## config.mk

```make
export PLATFORM = sky130hd
export DESIGN_NAME = battery_coulomb_fuel_gauge
export DESIGN_NICKNAME = d
export VERILOG_FILES = /design/src/rtl/bcfg_pkg.sv /design/src/rtl/battery_coulomb_fuel_gauge.sv /design/src/rtl/bcfg_seq.sv /design/src/rtl/bcfg_dpath.sv
export SDC_FILE = /design/constraint.sdc
export NUM_CORES = 2
export LEC_CHECK = 0
export BUFFER_PORTS_ARGS = -buffer_cell sky130_fd_sc_hd__buf_2
export CORE_MARGIN = 3
export CORE_UTILIZATION = 38
export CTS_BUF_LIST = sky130_fd_sc_hd__clkbuf_8 sky130_fd_sc_hd__clkbuf_16
export CTS_CLUSTER_SIZE = 8
export DETAILED_ROUTE_END_ITERATION = 12
export PLACE_DENSITY = 0.5
export SLEW_MARGIN = 20
export SYNTH_ARGS = -nofsm -noshare
export SYNTH_HDL_FRONTEND = slang
export SYNTH_SLANG_ARGS = --single-unit
export TNS_END_PERCENT = 30
```

## constraint.sdc

```tcl
create_clock -name i_clk -period 25.9 [get_ports i_clk]
set_input_delay 2.59 -clock i_clk [delete_from_list [all_inputs] [get_ports i_clk]]
set_output_delay 2.59 -clock i_clk [all_outputs]
set_load 0.02 [all_outputs]
```

## src/rtl/bcfg_pkg.sv

```systemverilog
`timescale 1ns / 1ps
// Shared types, constants and OCV curve for the coulomb-counting fuel gauge.
package bcfg_pkg;

    // Pack and cell geometry
    localparam int CELL_COUNT = 4;

    // Datapath widths
    localparam int ADC_W    = 12;
    localparam int RAW_W    = 16;
    localparam int TICK_W   = 32;
    localparam int MV_W     = 15;
    localparam int CUR_W    = 15;
    localparam int SOC_W    = 14;
    localparam int CAPR_W   = 16;
    localparam int CAP_W    = 38;   // capacity in mA-ms, up to 65535 * 3600000
    localparam int CHG_W    = 40;   // consumed charge in mA-ms
    localparam int MUL_W    = 47;   // current times elapsed ms
    localparam int PROD_W   = 52;   // (cap - consumed) * 10000
    localparam int SEED_W   = 30;   // (10000 - soc) * capacity_mah
    localparam int ADC_PROD_W = 27;
    localparam int ADC_SHIFT  = 12;

    // Restoring divider: the quotient always fits in DIV_BITS bits
    localparam int DIV_BITS = 14;
    localparam int CNT_W    = $clog2(DIV_BITS);

    // Microcode program counter
    localparam int UPC_W = 5;

    // Scaling constants
    localparam logic [MV_W-1:0]   ADC_SCALE      = 15'd18810;
    localparam logic [21:0]       MAMS_PER_MAH   = 22'd3600000;
    localparam logic [8:0]        MAMS_PER_CENTI = 9'd360;   // 3600000 / 10000
    localparam logic [SOC_W-1:0]  SOC_FULL       = 14'd10000;
    localparam logic [CHG_W-1:0]  CHARGE_MAX     = '1;

    // OCV curve: cell millivolts to hundredths of a percent
    localparam int OCV_PTS = 10;
    localparam int SEG_W   = $clog2(OCV_PTS);
    localparam logic [MV_W-1:0] OCV_MV [OCV_PTS] = '{
        15'd3500, 15'd3600, 15'd3680, 15'd3730, 15'd3770,
        15'd3820, 15'd3880, 15'd3950, 15'd4070, 15'd4200
    };
    localparam logic [SOC_W-1:0] OCV_SOC [OCV_PTS] = '{
        14'd0,    14'd1000, 14'd2000, 14'd3000, 14'd4000,
        14'd5000, 14'd6000, 14'd7000, 14'd8000, 14'd10000
    };

    // Configuration register map
    localparam int CFG_IDX_W  = 2;
    localparam int CFG_DATA_W = 16;
    localparam logic [CFG_IDX_W-1:0] CFG_CAPACITY = 2'd0;
    localparam logic [CFG_IDX_W-1:0] CFG_LOW_THR  = 2'd1;
    localparam logic [CFG_IDX_W-1:0] CFG_CRIT_THR = 2'd2;

    localparam logic [CAPR_W-1:0] CAP_RESET  = 16'd5000;
    localparam logic [SOC_W-1:0]  LOW_RESET  = 14'd2500;
    localparam logic [SOC_W-1:0]  CRIT_RESET = 14'd1000;

    typedef struct packed {
        logic                    op;
        logic [ADC_W-1:0]        adc_code;
        logic signed [RAW_W-1:0] current_raw_ma;
        logic [TICK_W-1:0]       now_ms;
    } t_in;

    typedef struct packed {
        logic [MV_W-1:0]  pack_mv;
        logic [CUR_W-1:0] current_ma;
        logic [SOC_W-1:0] soc_centi;
        logic             low_flag;
        logic             critical_flag;
    } t_out;

    typedef struct packed {
        logic [CAPR_W-1:0] capacity_mah;
        logic [SOC_W-1:0]  low_threshold_centi;
        logic [SOC_W-1:0]  critical_threshold_centi;
    } t_cfg;

    // Datapath micro-operations
    typedef enum logic [4:0] {
        UOP_NOP,
        UOP_PACK,
        UOP_CAP,
        UOP_CHG,
        UOP_ACC,
        UOP_CMP,
        UOP_SCALE,
        UOP_DIVSET,
        UOP_DIVSTEP,
        UOP_SOCQ,
        UOP_CELL,
        UOP_SEG,
        UOP_DV,
        UOP_SOCADD,
        UOP_SEED1,
        UOP_SEED2,
        UOP_FIN
    } t_uop;

    // Jump conditions
    typedef enum logic [2:0] {
        COND_NEXT,
        COND_ALWAYS,
        COND_IDLE,
        COND_INIT,
        COND_GE,
        COND_EXT,
        COND_CNT,
        COND_OUT_BUSY
    } t_cond;

    typedef enum logic {
        DIV_CAP,
        DIV_SPAN
    } t_div_src;

    typedef logic [UPC_W-1:0] t_upc;

    typedef struct packed {
        t_uop     op;
        t_cond    cond;
        t_upc     target;
        t_div_src div_src;
        logic     cnt_load;
        logic     cnt_dec;
    } t_ctl;

    typedef struct packed {
        logic init_op;
        logic ge;
        logic ext;
    } t_dp_stat;

    typedef struct packed {
        logic     busy;
        logic     out_block;
        t_dp_stat dp;
    } t_stat;

endpackage

```

## src/rtl/battery_coulomb_fuel_gauge.sv

```systemverilog
`timescale 1ns / 1ps
// Top level of the coulomb-counting battery fuel gauge with OCV initialization.
//
// One transaction in gives one transaction out. Each input transaction carries
// an op bit, a 12-bit ADC code of the divided pack voltage, a signed current in
// mA and a millisecond timestamp. The result holds pack millivolts, discharge
// current (negatives clamped to zero), state of charge in hundredths of a
// percent and the low and critical flags. A periodic update (op 0) adds current
// times elapsed ms to the consumed charge, saturating at 2^40-1, and reports
// SoC against the configured capacity. An init op (op 1) restarts the tick and
// seeds the consumed charge from a 10-point OCV curve looked up on pack_mv/4.
// Work runs on a small microcoded sequencer over a shared datapath; one item
// is in flight at a time and o_in_stall stays high while it runs.
// A periodic update and an init op each run the 14-step restoring divider (one
// quotient bit a cycle); an empty pack and a cell voltage off either end of the
// curve skip it. A new item can be taken in the cycle after the previous result
// is loaded into the output register, even while that result waits.
// Configuration writes are always ready; write them only while no item is in
// flight. Indexes: 0 capacity_mah, 1 low_threshold_centi, 2
// critical_threshold_centi; other indexes are ignored.
module battery_coulomb_fuel_gauge (
    input  logic                                i_clk,
    input  logic                                i_rst_n,

    input  logic                                i_in_valid,
    output logic                                o_in_stall,
    input  bcfg_pkg::t_in                       i_in,

    output logic                                o_out_valid,
    input  logic                                i_out_stall,
    output bcfg_pkg::t_out                      o_out,

    input  logic                                i_cfg_valid,
    output logic                                o_cfg_ready,
    input  logic [bcfg_pkg::CFG_IDX_W-1:0]      i_cfg_index,
    input  logic [bcfg_pkg::CFG_DATA_W-1:0]     i_cfg_data
);

    logic               r_busy;
    logic               r_out_valid;
    bcfg_pkg::t_out     r_out;
    bcfg_pkg::t_in      r_in;
    bcfg_pkg::t_cfg     r_cfg;

    bcfg_pkg::t_ctl     ctl;
    bcfg_pkg::t_stat    stat;
    bcfg_pkg::t_dp_stat dp_stat;
    bcfg_pkg::t_out     dp_res;

    logic               in_fire;
    logic               out_block;
    logic               fin_fire;
    logic               cfg_fire;

    // Handshakes
    assign in_fire     = i_in_valid && !r_busy;
    assign out_block   = r_out_valid && i_out_stall;
    assign fin_fire    = (ctl.op == bcfg_pkg::UOP_FIN) && !out_block;
    assign cfg_fire    = i_cfg_valid && o_cfg_ready;

    assign o_in_stall  = r_busy;
    assign o_out_valid = r_out_valid;
    assign o_out       = r_out;
    assign o_cfg_ready = 1'b1;

    assign stat.busy      = r_busy;
    assign stat.out_block = out_block;
    assign stat.dp        = dp_stat;

    bcfg_seq u_seq (
        .i_clk   (i_clk),
        .i_rst_n (i_rst_n),
        .i_stat  (stat),
        .o_ctl   (ctl)
    );

    bcfg_dpath u_dpath (
        .i_clk   (i_clk),
        .i_rst_n (i_rst_n),
        .i_ctl   (ctl),
        .i_cfg   (r_cfg),
        .i_in    (r_in),
        .o_res   (dp_res),
        .o_stat  (dp_stat)
    );

    // Control state: busy flag, output valid, configuration registers
    always_ff @(posedge i_clk) begin
        if (!i_rst_n) begin
            r_busy                         <= 1'b0;
            r_out_valid                    <= 1'b0;
            r_cfg.capacity_mah             <= bcfg_pkg::CAP_RESET;
            r_cfg.low_threshold_centi      <= bcfg_pkg::LOW_RESET;
            r_cfg.critical_threshold_centi <= bcfg_pkg::CRIT_RESET;
        end else begin
            // Hold busy from accept until the result moves to the output register
            if (in_fire) begin
                r_busy <= 1'b1;
            end else if (fin_fire) begin
                r_busy <= 1'b0;
            end

            // Load a finished result, drop the valid once it is taken
            if (fin_fire) begin
                r_out_valid <= 1'b1;
            end else if (r_out_valid && !i_out_stall) begin
                r_out_valid <= 1'b0;
            end

            if (cfg_fire) begin
                unique case (i_cfg_index)
                    bcfg_pkg::CFG_CAPACITY: begin
                        r_cfg.capacity_mah <= i_cfg_data;
                    end
                    bcfg_pkg::CFG_LOW_THR: begin
                        r_cfg.low_threshold_centi <= i_cfg_data[bcfg_pkg::SOC_W-1:0];
                    end
                    bcfg_pkg::CFG_CRIT_THR: begin
                        r_cfg.critical_threshold_centi <= i_cfg_data[bcfg_pkg::SOC_W-1:0];
                    end
                    default: begin
                    end
                endcase
            end
        end
    end

    // Payload registers
    always_ff @(posedge i_clk) begin
        if (in_fire) begin
            r_in <= i_in;
        end
        if (fin_fire) begin
            r_out <= dp_res;
        end
    end

endmodule

```

## src/rtl/bcfg_seq.sv

```systemverilog
`timescale 1ns / 1ps
// Microcode sequencer: program counter, control store and divide loop counter.
module bcfg_seq (
    input  logic             i_clk,
    input  logic             i_rst_n,
    input  bcfg_pkg::t_stat  i_stat,
    output bcfg_pkg::t_ctl   o_ctl
);

    // Step addresses
    localparam bcfg_pkg::t_upc S_WAIT   = 5'd0;
    localparam bcfg_pkg::t_upc S_PACK   = 5'd1;
    localparam bcfg_pkg::t_upc S_CAP    = 5'd2;
    localparam bcfg_pkg::t_upc S_CHG    = 5'd3;
    localparam bcfg_pkg::t_upc S_ACC    = 5'd4;
    localparam bcfg_pkg::t_upc S_CMP    = 5'd5;
    localparam bcfg_pkg::t_upc S_SCALE  = 5'd6;
    localparam bcfg_pkg::t_upc S_DIVC   = 5'd7;
    localparam bcfg_pkg::t_upc S_DSTEPC = 5'd8;
    localparam bcfg_pkg::t_upc S_SOCQ   = 5'd9;
    localparam bcfg_pkg::t_upc S_CELL   = 5'd10;
    localparam bcfg_pkg::t_upc S_SEG    = 5'd11;
    localparam bcfg_pkg::t_upc S_DV     = 5'd12;
    localparam bcfg_pkg::t_upc S_DIVS   = 5'd13;
    localparam bcfg_pkg::t_upc S_DSTEPS = 5'd14;
    localparam bcfg_pkg::t_upc S_SOCADD = 5'd15;
    localparam bcfg_pkg::t_upc S_SEED1  = 5'd16;
    localparam bcfg_pkg::t_upc S_SEED2  = 5'd17;
    localparam bcfg_pkg::t_upc S_FIN    = 5'd18;
    localparam bcfg_pkg::t_upc S_RET    = 5'd19;

    function automatic bcfg_pkg::t_ctl ucode(input bcfg_pkg::t_upc pc);
        bcfg_pkg::t_ctl w;
        w.op       = bcfg_pkg::UOP_NOP;
        w.cond     = bcfg_pkg::COND_NEXT;
        w.target   = S_WAIT;
        w.div_src  = bcfg_pkg::DIV_CAP;
        w.cnt_load = 1'b0;
        w.cnt_dec  = 1'b0;
        unique case (pc)
            S_WAIT: begin
                w.cond = bcfg_pkg::COND_IDLE;
            end
            S_PACK: begin
                w.op = bcfg_pkg::UOP_PACK;
            end
            S_CAP: begin
                w.op     = bcfg_pkg::UOP_CAP;
                w.cond   = bcfg_pkg::COND_INIT;
                w.target = S_CELL;
            end
            S_CHG: begin
                w.op = bcfg_pkg::UOP_CHG;
            end
            S_ACC: begin
                w.op = bcfg_pkg::UOP_ACC;
            end
            S_CMP: begin
                w.op = bcfg_pkg::UOP_CMP;
            end
            S_SCALE: begin
                w.op     = bcfg_pkg::UOP_SCALE;
                w.cond   = bcfg_pkg::COND_GE;
                w.target = S_FIN;
            end
            S_DIVC: begin
                w.op       = bcfg_pkg::UOP_DIVSET;
                w.div_src  = bcfg_pkg::DIV_CAP;
                w.cnt_load = 1'b1;
            end
            S_DSTEPC: begin
                w.op      = bcfg_pkg::UOP_DIVSTEP;
                w.cond    = bcfg_pkg::COND_CNT;
                w.target  = S_DSTEPC;
                w.cnt_dec = 1'b1;
            end
            S_SOCQ: begin
                w.op     = bcfg_pkg::UOP_SOCQ;
                w.cond   = bcfg_pkg::COND_ALWAYS;
                w.target = S_FIN;
            end
            S_CELL: begin
                w.op = bcfg_pkg::UOP_CELL;
            end
            S_SEG: begin
                w.op = bcfg_pkg::UOP_SEG;
            end
            S_DV: begin
                w.op     = bcfg_pkg::UOP_DV;
                w.cond   = bcfg_pkg::COND_EXT;
                w.target = S_SEED1;
            end
            S_DIVS: begin
                w.op       = bcfg_pkg::UOP_DIVSET;
                w.div_src  = bcfg_pkg::DIV_SPAN;
                w.cnt_load = 1'b1;
            end
            S_DSTEPS: begin
                w.op      = bcfg_pkg::UOP_DIVSTEP;
                w.cond    = bcfg_pkg::COND_CNT;
                w.target  = S_DSTEPS;
                w.cnt_dec = 1'b1;
            end
            S_SOCADD: begin
                w.op = bcfg_pkg::UOP_SOCADD;
            end
            S_SEED1: begin
                w.op = bcfg_pkg::UOP_SEED1;
            end
            S_SEED2: begin
                w.op     = bcfg_pkg::UOP_SEED2;
                w.cond   = bcfg_pkg::COND_ALWAYS;
                w.target = S_FIN;
            end
            S_FIN: begin
                w.op     = bcfg_pkg::UOP_FIN;
                w.cond   = bcfg_pkg::COND_OUT_BUSY;
                w.target = S_FIN;
            end
            S_RET: begin
                w.cond = bcfg_pkg::COND_ALWAYS;
            end
            default: begin
                w.cond = bcfg_pkg::COND_ALWAYS;
            end
        endcase
        return w;
    endfunction

    bcfg_pkg::t_upc             r_pc;
    bcfg_pkg::t_upc             n_pc;
    logic [bcfg_pkg::CNT_W-1:0] r_cnt;
    logic [bcfg_pkg::CNT_W-1:0] n_cnt;
    bcfg_pkg::t_ctl             ctl;
    logic                       taken;

    assign ctl   = ucode(r_pc);
    assign o_ctl = ctl;

    always_comb begin
        case (ctl.cond)
            bcfg_pkg::COND_NEXT:     taken = 1'b0;
            bcfg_pkg::COND_ALWAYS:   taken = 1'b1;
            bcfg_pkg::COND_IDLE:     taken = !i_stat.busy;
            bcfg_pkg::COND_INIT:     taken = i_stat.dp.init_op;
            bcfg_pkg::COND_GE:       taken = i_stat.dp.ge;
            bcfg_pkg::COND_EXT:      taken = i_stat.dp.ext;
            bcfg_pkg::COND_CNT:      taken = (r_cnt != '0);
            bcfg_pkg::COND_OUT_BUSY: taken = i_stat.out_block;
            default:                 taken = 1'b0;
        endcase

        n_pc = taken ? ctl.target : r_pc + bcfg_pkg::UPC_W'(1);

        n_cnt = r_cnt;
        if (ctl.cnt_load) begin
            n_cnt = bcfg_pkg::CNT_W'(bcfg_pkg::DIV_BITS - 1);
        end else if (ctl.cnt_dec && (r_cnt != '0)) begin
            n_cnt = r_cnt - bcfg_pkg::CNT_W'(1);
        end
    end

    always_ff @(posedge i_clk) begin
        if (!i_rst_n) begin
            r_pc  <= S_WAIT;
            r_cnt <= '0;
        end else begin
            r_pc  <= n_pc;
            r_cnt <= n_cnt;
        end
    end

endmodule

```

## src/rtl/bcfg_dpath.sv

```systemverilog
`timescale 1ns / 1ps
// Fuel gauge datapath: scaling, charge accumulator, OCV lookup and shared divider.
module bcfg_dpath (
    input  logic                i_clk,
    input  logic                i_rst_n,
    input  bcfg_pkg::t_ctl      i_ctl,
    input  bcfg_pkg::t_cfg      i_cfg,
    input  bcfg_pkg::t_in       i_in,
    output bcfg_pkg::t_out      o_res,
    output bcfg_pkg::t_dp_stat  o_stat
);

    // Architectural state
    logic [bcfg_pkg::TICK_W-1:0]   r_tick, n_tick;
    logic [bcfg_pkg::CHG_W-1:0]    r_chg,  n_chg;

    // Working registers
    logic [bcfg_pkg::MV_W-1:0]     r_pack_mv, n_pack_mv;
    logic [bcfg_pkg::CUR_W-1:0]    r_cur,     n_cur;
    logic [bcfg_pkg::CAP_W-1:0]    r_cap,     n_cap;
    logic [bcfg_pkg::PROD_W-1:0]   r_prod,    n_prod;
    logic [bcfg_pkg::CAP_W-1:0]    r_rem,     n_rem;
    logic [bcfg_pkg::CAP_W-1:0]    r_div,     n_div;
    logic [bcfg_pkg::DIV_BITS-1:0] r_quo,     n_quo;
    logic [bcfg_pkg::SOC_W-1:0]    r_soc,     n_soc;
    logic [bcfg_pkg::MV_W-1:0]     r_cell,    n_cell;
    logic [bcfg_pkg::SEG_W-1:0]    r_seg,     n_seg;
    logic                          r_ge,      n_ge;
    logic                          r_ext,     n_ext;

    // Combinational helpers
    logic [bcfg_pkg::CAPR_W-1:0]     cap_eff;
    logic [bcfg_pkg::ADC_PROD_W-1:0] pack_prod;
    logic [bcfg_pkg::TICK_W-1:0]     dt;
    logic [bcfg_pkg::MUL_W-1:0]      chg_mul;
    logic [bcfg_pkg::MUL_W:0]        acc_sum;
    logic [bcfg_pkg::CAP_W:0]        div_sh;
    logic                            div_ge;
    logic [bcfg_pkg::CAP_W:0]        div_diff;
    logic [bcfg_pkg::SEG_W-1:0]      seg_find;
    logic [bcfg_pkg::SEG_W-1:0]      seg_nxt;
    logic [bcfg_pkg::MV_W-1:0]       dv;
    logic [bcfg_pkg::MV_W-1:0]       span;
    logic [bcfg_pkg::SOC_W-1:0]      ds;

    always_comb begin
        cap_eff   = (i_cfg.capacity_mah == '0) ? bcfg_pkg::CAPR_W'(1) : i_cfg.capacity_mah;
        pack_prod = bcfg_pkg::ADC_PROD_W'(i_in.adc_code)
                  * bcfg_pkg::ADC_PROD_W'(bcfg_pkg::ADC_SCALE);
        dt        = i_in.now_ms - r_tick;
        chg_mul   = bcfg_pkg::MUL_W'(r_cur) * bcfg_pkg::MUL_W'(dt);
        acc_sum   = (bcfg_pkg::MUL_W + 1)'(r_chg)
                  + (bcfg_pkg::MUL_W + 1)'(r_prod[bcfg_pkg::MUL_W-1:0]);

        // One restoring divide step: bring down the next dividend bit
        div_sh   = {r_rem, r_quo[bcfg_pkg::DIV_BITS-1]};
        div_ge   = (div_sh >= {1'b0, r_div});
        div_diff = div_sh - {1'b0, r_div};

        // Segment whose lower breakpoint is the last one at or below the cell voltage
        seg_find = '0;
        for (int i = 1; i < bcfg_pkg::OCV_PTS - 1; i++) begin
            if (r_cell >= bcfg_pkg::OCV_MV[i]) begin
                seg_find = bcfg_pkg::SEG_W'(i);
            end
        end

        seg_nxt = r_seg + bcfg_pkg::SEG_W'(1);
        dv      = r_cell - bcfg_pkg::OCV_MV[r_seg];
        span    = bcfg_pkg::OCV_MV[seg_nxt] - bcfg_pkg::OCV_MV[r_seg];
        ds      = bcfg_pkg::OCV_SOC[seg_nxt] - bcfg_pkg::OCV_SOC[r_seg];

        // Hold by default
        n_tick    = r_tick;
        n_chg     = r_chg;
        n_pack_mv = r_pack_mv;
        n_cur     = r_cur;
        n_cap     = r_cap;
        n_prod    = r_prod;
        n_rem     = r_rem;
        n_div     = r_div;
        n_quo     = r_quo;
        n_soc     = r_soc;
        n_cell    = r_cell;
        n_seg     = r_seg;
        n_ge      = r_ge;
        n_ext     = r_ext;

        unique case (i_ctl.op)
            bcfg_pkg::UOP_NOP, bcfg_pkg::UOP_FIN: begin
            end
            bcfg_pkg::UOP_PACK: begin
                n_pack_mv = pack_prod[bcfg_pkg::ADC_SHIFT +: bcfg_pkg::MV_W];
                n_cur     = i_in.current_raw_ma[bcfg_pkg::RAW_W-1]
                          ? '0 : i_in.current_raw_ma[bcfg_pkg::CUR_W-1:0];
            end
            bcfg_pkg::UOP_CAP: begin
                n_cap = bcfg_pkg::CAP_W'(cap_eff) * bcfg_pkg::CAP_W'(bcfg_pkg::MAMS_PER_MAH);
            end
            bcfg_pkg::UOP_CHG: begin
                n_prod = bcfg_pkg::PROD_W'(chg_mul);
                n_tick = i_in.now_ms;
            end
            bcfg_pkg::UOP_ACC: begin
                // Saturate at full scale
                if (acc_sum >= (bcfg_pkg::MUL_W + 1)'(bcfg_pkg::CHARGE_MAX)) begin
                    n_chg = bcfg_pkg::CHARGE_MAX;
                end else begin
                    n_chg = acc_sum[bcfg_pkg::CHG_W-1:0];
                end
            end
            bcfg_pkg::UOP_CMP: begin
                n_ge   = (r_chg >= bcfg_pkg::CHG_W'(r_cap));
                n_prod = bcfg_pkg::PROD_W'(r_cap - r_chg[bcfg_pkg::CAP_W-1:0]);
                n_soc  = '0;
            end
            bcfg_pkg::UOP_SCALE: begin
                n_prod = bcfg_pkg::PROD_W'(r_prod[bcfg_pkg::CAP_W-1:0])
                       * bcfg_pkg::PROD_W'(bcfg_pkg::SOC_FULL);
            end
            bcfg_pkg::UOP_DIVSET: begin
                n_rem = r_prod[bcfg_pkg::PROD_W-1:bcfg_pkg::DIV_BITS];
                n_quo = r_prod[bcfg_pkg::DIV_BITS-1:0];
                n_div = (i_ctl.div_src == bcfg_pkg::DIV_SPAN)
                      ? bcfg_pkg::CAP_W'(span) : r_cap;
            end
            bcfg_pkg::UOP_DIVSTEP: begin
                n_rem = div_ge ? div_diff[bcfg_pkg::CAP_W-1:0] : div_sh[bcfg_pkg::CAP_W-1:0];
                n_quo = {r_quo[bcfg_pkg::DIV_BITS-2:0], div_ge};
            end
            bcfg_pkg::UOP_SOCQ: begin
                n_soc = r_quo;
            end
            bcfg_pkg::UOP_CELL: begin
                n_cell = bcfg_pkg::MV_W'(r_pack_mv / bcfg_pkg::CELL_COUNT);
                n_tick = i_in.now_ms;
            end
            bcfg_pkg::UOP_SEG: begin
                n_seg = seg_find;
                if (r_cell <= bcfg_pkg::OCV_MV[0]) begin
                    n_ext = 1'b1;
                    n_soc = bcfg_pkg::OCV_SOC[0];
                end else if (r_cell >= bcfg_pkg::OCV_MV[bcfg_pkg::OCV_PTS-1]) begin
                    n_ext = 1'b1;
                    n_soc = bcfg_pkg::OCV_SOC[bcfg_pkg::OCV_PTS-1];
                end else begin
                    n_ext = 1'b0;
                end
            end
            bcfg_pkg::UOP_DV: begin
                n_prod = bcfg_pkg::PROD_W'(dv) * bcfg_pkg::PROD_W'(ds);
            end
            bcfg_pkg::UOP_SOCADD: begin
                n_soc = bcfg_pkg::OCV_SOC[r_seg] + r_quo;
            end
            bcfg_pkg::UOP_SEED1: begin
                n_prod = bcfg_pkg::PROD_W'(bcfg_pkg::SOC_FULL - r_soc)
                       * bcfg_pkg::PROD_W'(cap_eff);
            end
            bcfg_pkg::UOP_SEED2: begin
                // cap / 10000 is exactly cap_eff * 360
                n_chg = bcfg_pkg::CHG_W'(r_prod[bcfg_pkg::SEED_W-1:0])
                      * bcfg_pkg::CHG_W'(bcfg_pkg::MAMS_PER_CENTI);
            end
            default: begin
            end
        endcase
    end

    always_ff @(posedge i_clk) begin
        if (!i_rst_n) begin
            r_tick <= '0;
            r_chg  <= '0;
        end else begin
            r_tick <= n_tick;
            r_chg  <= n_chg;
        end
    end

    always_ff @(posedge i_clk) begin
        r_pack_mv <= n_pack_mv;
        r_cur     <= n_cur;
        r_cap     <= n_cap;
        r_prod    <= n_prod;
        r_rem     <= n_rem;
        r_div     <= n_div;
        r_quo     <= n_quo;
        r_soc     <= n_soc;
        r_cell    <= n_cell;
        r_seg     <= n_seg;
        r_ge      <= n_ge;
        r_ext     <= n_ext;
    end

    assign o_res.pack_mv       = r_pack_mv;
    assign o_res.current_ma    = r_cur;
    assign o_res.soc_centi     = r_soc;
    assign o_res.low_flag      = (r_soc < i_cfg.low_threshold_centi);
    assign o_res.critical_flag = (r_soc < i_cfg.critical_threshold_centi);

    assign o_stat.init_op = i_in.op;
    assign o_stat.ge      = r_ge;
    assign o_stat.ext     = r_ext;

endmodule
```

==> impl_metrics.toml <==
[status]
status = "finished, final reports clean"

[grt]
antenna_found_initial = 15
overflow = 0
grt_pass1_wl_mm = 381
grt_max_degree = 68
grt_pass1_vias = 61840
grt_usage = 0.239

[clocking]
root_buffer = "clkbuf_16"
cts_tree = "done"
numClockSinks = 469
clk_pin_slew_worst_paths_ps = 60
htreeDepth = 3
ctsHoldBuffers = 0
cts_buffers = 74
cts_resized = 0
clockBufferDepth = 3
cts_setup_buffers = 0
insertion_delay_ps = 740

[synth]
synth_area_leaders = "fa_1 28%, ha_1 15%, edfxtp_1 13%, inv_1 8.1%, nand2_1 4.2%"
synthArstFlopShare = 0
ys_seq_elements = 469
synth.largest_area_cell = "fa_1"
yosys_warnings = 0
synth_top_area_frac = 0.282
yosysUniqueCellTypes = 108
syn-instance-count = 8453
ys_seq_area_frac = 0.166
avgSynthCellArea_sq_um = 9.15
synthesis.area_sq_mm = 0.0774
ys.flop_type = "edfxtp_1"
synth_edf_count = 342
synth_nets = 10576

[layout]
finalCoreUtilization = 0.414
syn2layout_area_growth_pct = 8.13
multi_input_area_sq_mm = 0.0575
fillerInstances = 20201
nets = 10617
layout.cells.non_filler = 11226
drive_gt1_frac = 0.0539
area.sequential_sq_mm = 0.0128

[floorplanning]
std_cell_rows = 165
core_sq_mm = 0.202
fp.dieArea_sq_mm = 0.209
die_w_um = 457
num_io_pins = 133
start_util = 0.382
die_h_um = 457

[critical_path]
end_kind = "flip-flop"
cp_slowest_cell = "o31ai_1"
slowest_delay_ps = 870
crit_fanout = 26
start_kind = "flip-flop"
crit_path_frequent_cell = "o21ai_0"
worstSetupPathType = "flip-flop to flip-flop"
cp.arrival_ps = 11760
required_ps = 26310

[sta]
period_needed_ps = 11350
fmax_mhz = 88.1
setup_viol = 0
slew-limit-headroom = 0.292
tightest_slew_ps = 1050
hold_viol_final = 0
drv_slew = 0
fin_setup_tns_ps = 0
timing.final.crit_share = 0.438
whs_ps = 419
rsz0062_at_grt = "false"
fin_skew_ps = 52.7

[route]
viasPerCell = 5.28
dr.pass1.iters = 7
route.vias.total = 59305
first_iter_violations = 4010
wl_mm = 250
post-route-drc-count = 0
ant_nets = 0
wl_per_cell_um = 22.2

[min_path]
min_path_type = "flip-flop to flip-flop"

[placement]
dp_hpwl_mm = 204
port_buffers = 131
placed_cells = 11090
gp_congestion = 0.933

[run]
max-cap-violations = 0
[synthesized netlist by cell type, types with 11 or more instances]
cell type,n
a22oi_1,15
a21boi_0,14
mux2i_1,71
and2_1,275
a221oi_1,13
and4_1,13
nor3_1,85
or3_1,23
a21oi_1,418
o31ai_1,30
nor2_1,371
and3_1,64
nor2b_1,109
inv_1,1666
xor2_1,131
or2_2,26
edfxtp_1,342
buf_2,16
fa_1,1091
nand2_1,865
a31oi_1,70
o21a_1,47
nand2b_1,72
nand4_1,36
o211ai_1,44
ha_1,948
xnor2_1,222
a21oi_2,12
dfxtp_1,127
a211o_1,17
o41ai_1,11
o21ai_0,267
nor4_1,32
clkbuf_1,244
nand3_1,84
a311oi_1,11
nor3b_1,11
a211oi_1,39
a21o_1,187
o22ai_1,24
o221ai_1,37
o21bai_1,49
a221o_1,11
[flip-flops by register name, indices dropped and copies added (netlist names), 4 cells and up]
name               count
u_dpath.r_div         37
u_dpath.r_soc         14
u_dpath.r_pack_mv     15
u_dpath.r_cell        13
u_dpath.r_quo         14
u_dpath.r_rem         38
r_cfg                 44
u_dpath.r_cap         31
u_dpath.r_seg          4
u_dpath.r_tick        32
u_dpath.r_cur         15
u_dpath.r_prod        52
u_seq.r_cnt            4
o_out                 46
u_dpath.r_chg         40
r_in                  61
u_seq.r_pc             5
[per-stage QoR]
stage                     instance area [sq um]  worst slack, ps
final                                     83700            14550
after global routing                      83700            13940
after CTS                                 83600            14770
after detailed placement                  81400            14800
after global placement                    81400            15150
after floorplan                           77400            16620
[routing by layer]
| metal | track usage | part of all wire |
|---|---|---|
| met1 | 0.331 | 0.46 |
| met2 | 0.381 | 0.45 |
| met3 | 0.0409 | 0.061 |
| met4 | 0.0794 | 0.034 |
| met5 | 0 | 0 |
[critical path: cells and delay by family, from the launching register on]
kind / cells / cell delay [ps]
AO/OA/AOI/OAI: 15 / 4150
adder cells (fa/ha/maj): 9 / 3970
AND/OR/NAND/NOR: 6 / 1170
XOR/XNOR: 2 / 750
buffers and inverters: 3 / 690
flip-flops: 1 / 310
[cells in the final DEF (no fill, tap or decap), types with 71 or more instances in the layout]
master	instances
nand2b_1	72
nand2_1	865
nor2_1	364
clkbuf_16	74
ha_1	948
xnor2_1	208
a21oi_1	416
inv_1	1706
nand3_1	84
o21ai_0	266
xor2_1	124
fa_1	1091
and2_1	275
edfxtp_1	342
dfxtp_1	127
buf_4	108
a21o_1	187
mux2i_1	71
buf_2	131
nor2b_1	108
nor3_1	83
[logic make-up (layout without fill, tap and decap cells)]
group | Yosys count | in the layout | share of synthesized area
AOI/OAI and AO/OA | 1450 | 1450 | 0.122
and+or+nand+nor | 2121 | 2121 | 0.132
buffers and inverters | 1946 | 2043 | 0.0951
DFF | 469 | 469 | 0.166
xor gates and xnor gates | 353 | 353 | 0.0400
adders and majority gates | 2039 | 2039 | 0.436
muxes | 74 | 74 | 0.00977
other | 1 | 5 | 0.0000485
[final timing paths]
path	from	cells past startpoint	end	slack (ps)
setup / recovery	u_dpath.r_seg[0]	35	u_dpath.r_prod[28]	14550
hold / removal	u_dpath.r_pack_mv[0]	0	o_out[31]	420
setup reg to reg	u_dpath.r_seg[0]	35	u_dpath.r_prod[28]	14550
hold reg to reg	u_dpath.r_pack_mv[0]	0	o_out[31]	420
[cell type report]
cell class / instances / area share
sequential: 469 / 0.153
timing repair buffer: 239 / 0.0175
tap: 2672 / 0.0400
multi-input combinational: 6038 / 0.687
antenna: 4 / 0.000120
inverter: 1672 / 0.0750
clock buffer: 77 / 0.0226
clock inverter: 55 / 0.00441
Power is left out: the tool's default activity adds up to more than one toggle a clock period on the data nets, which glitch-free logic cannot reach.
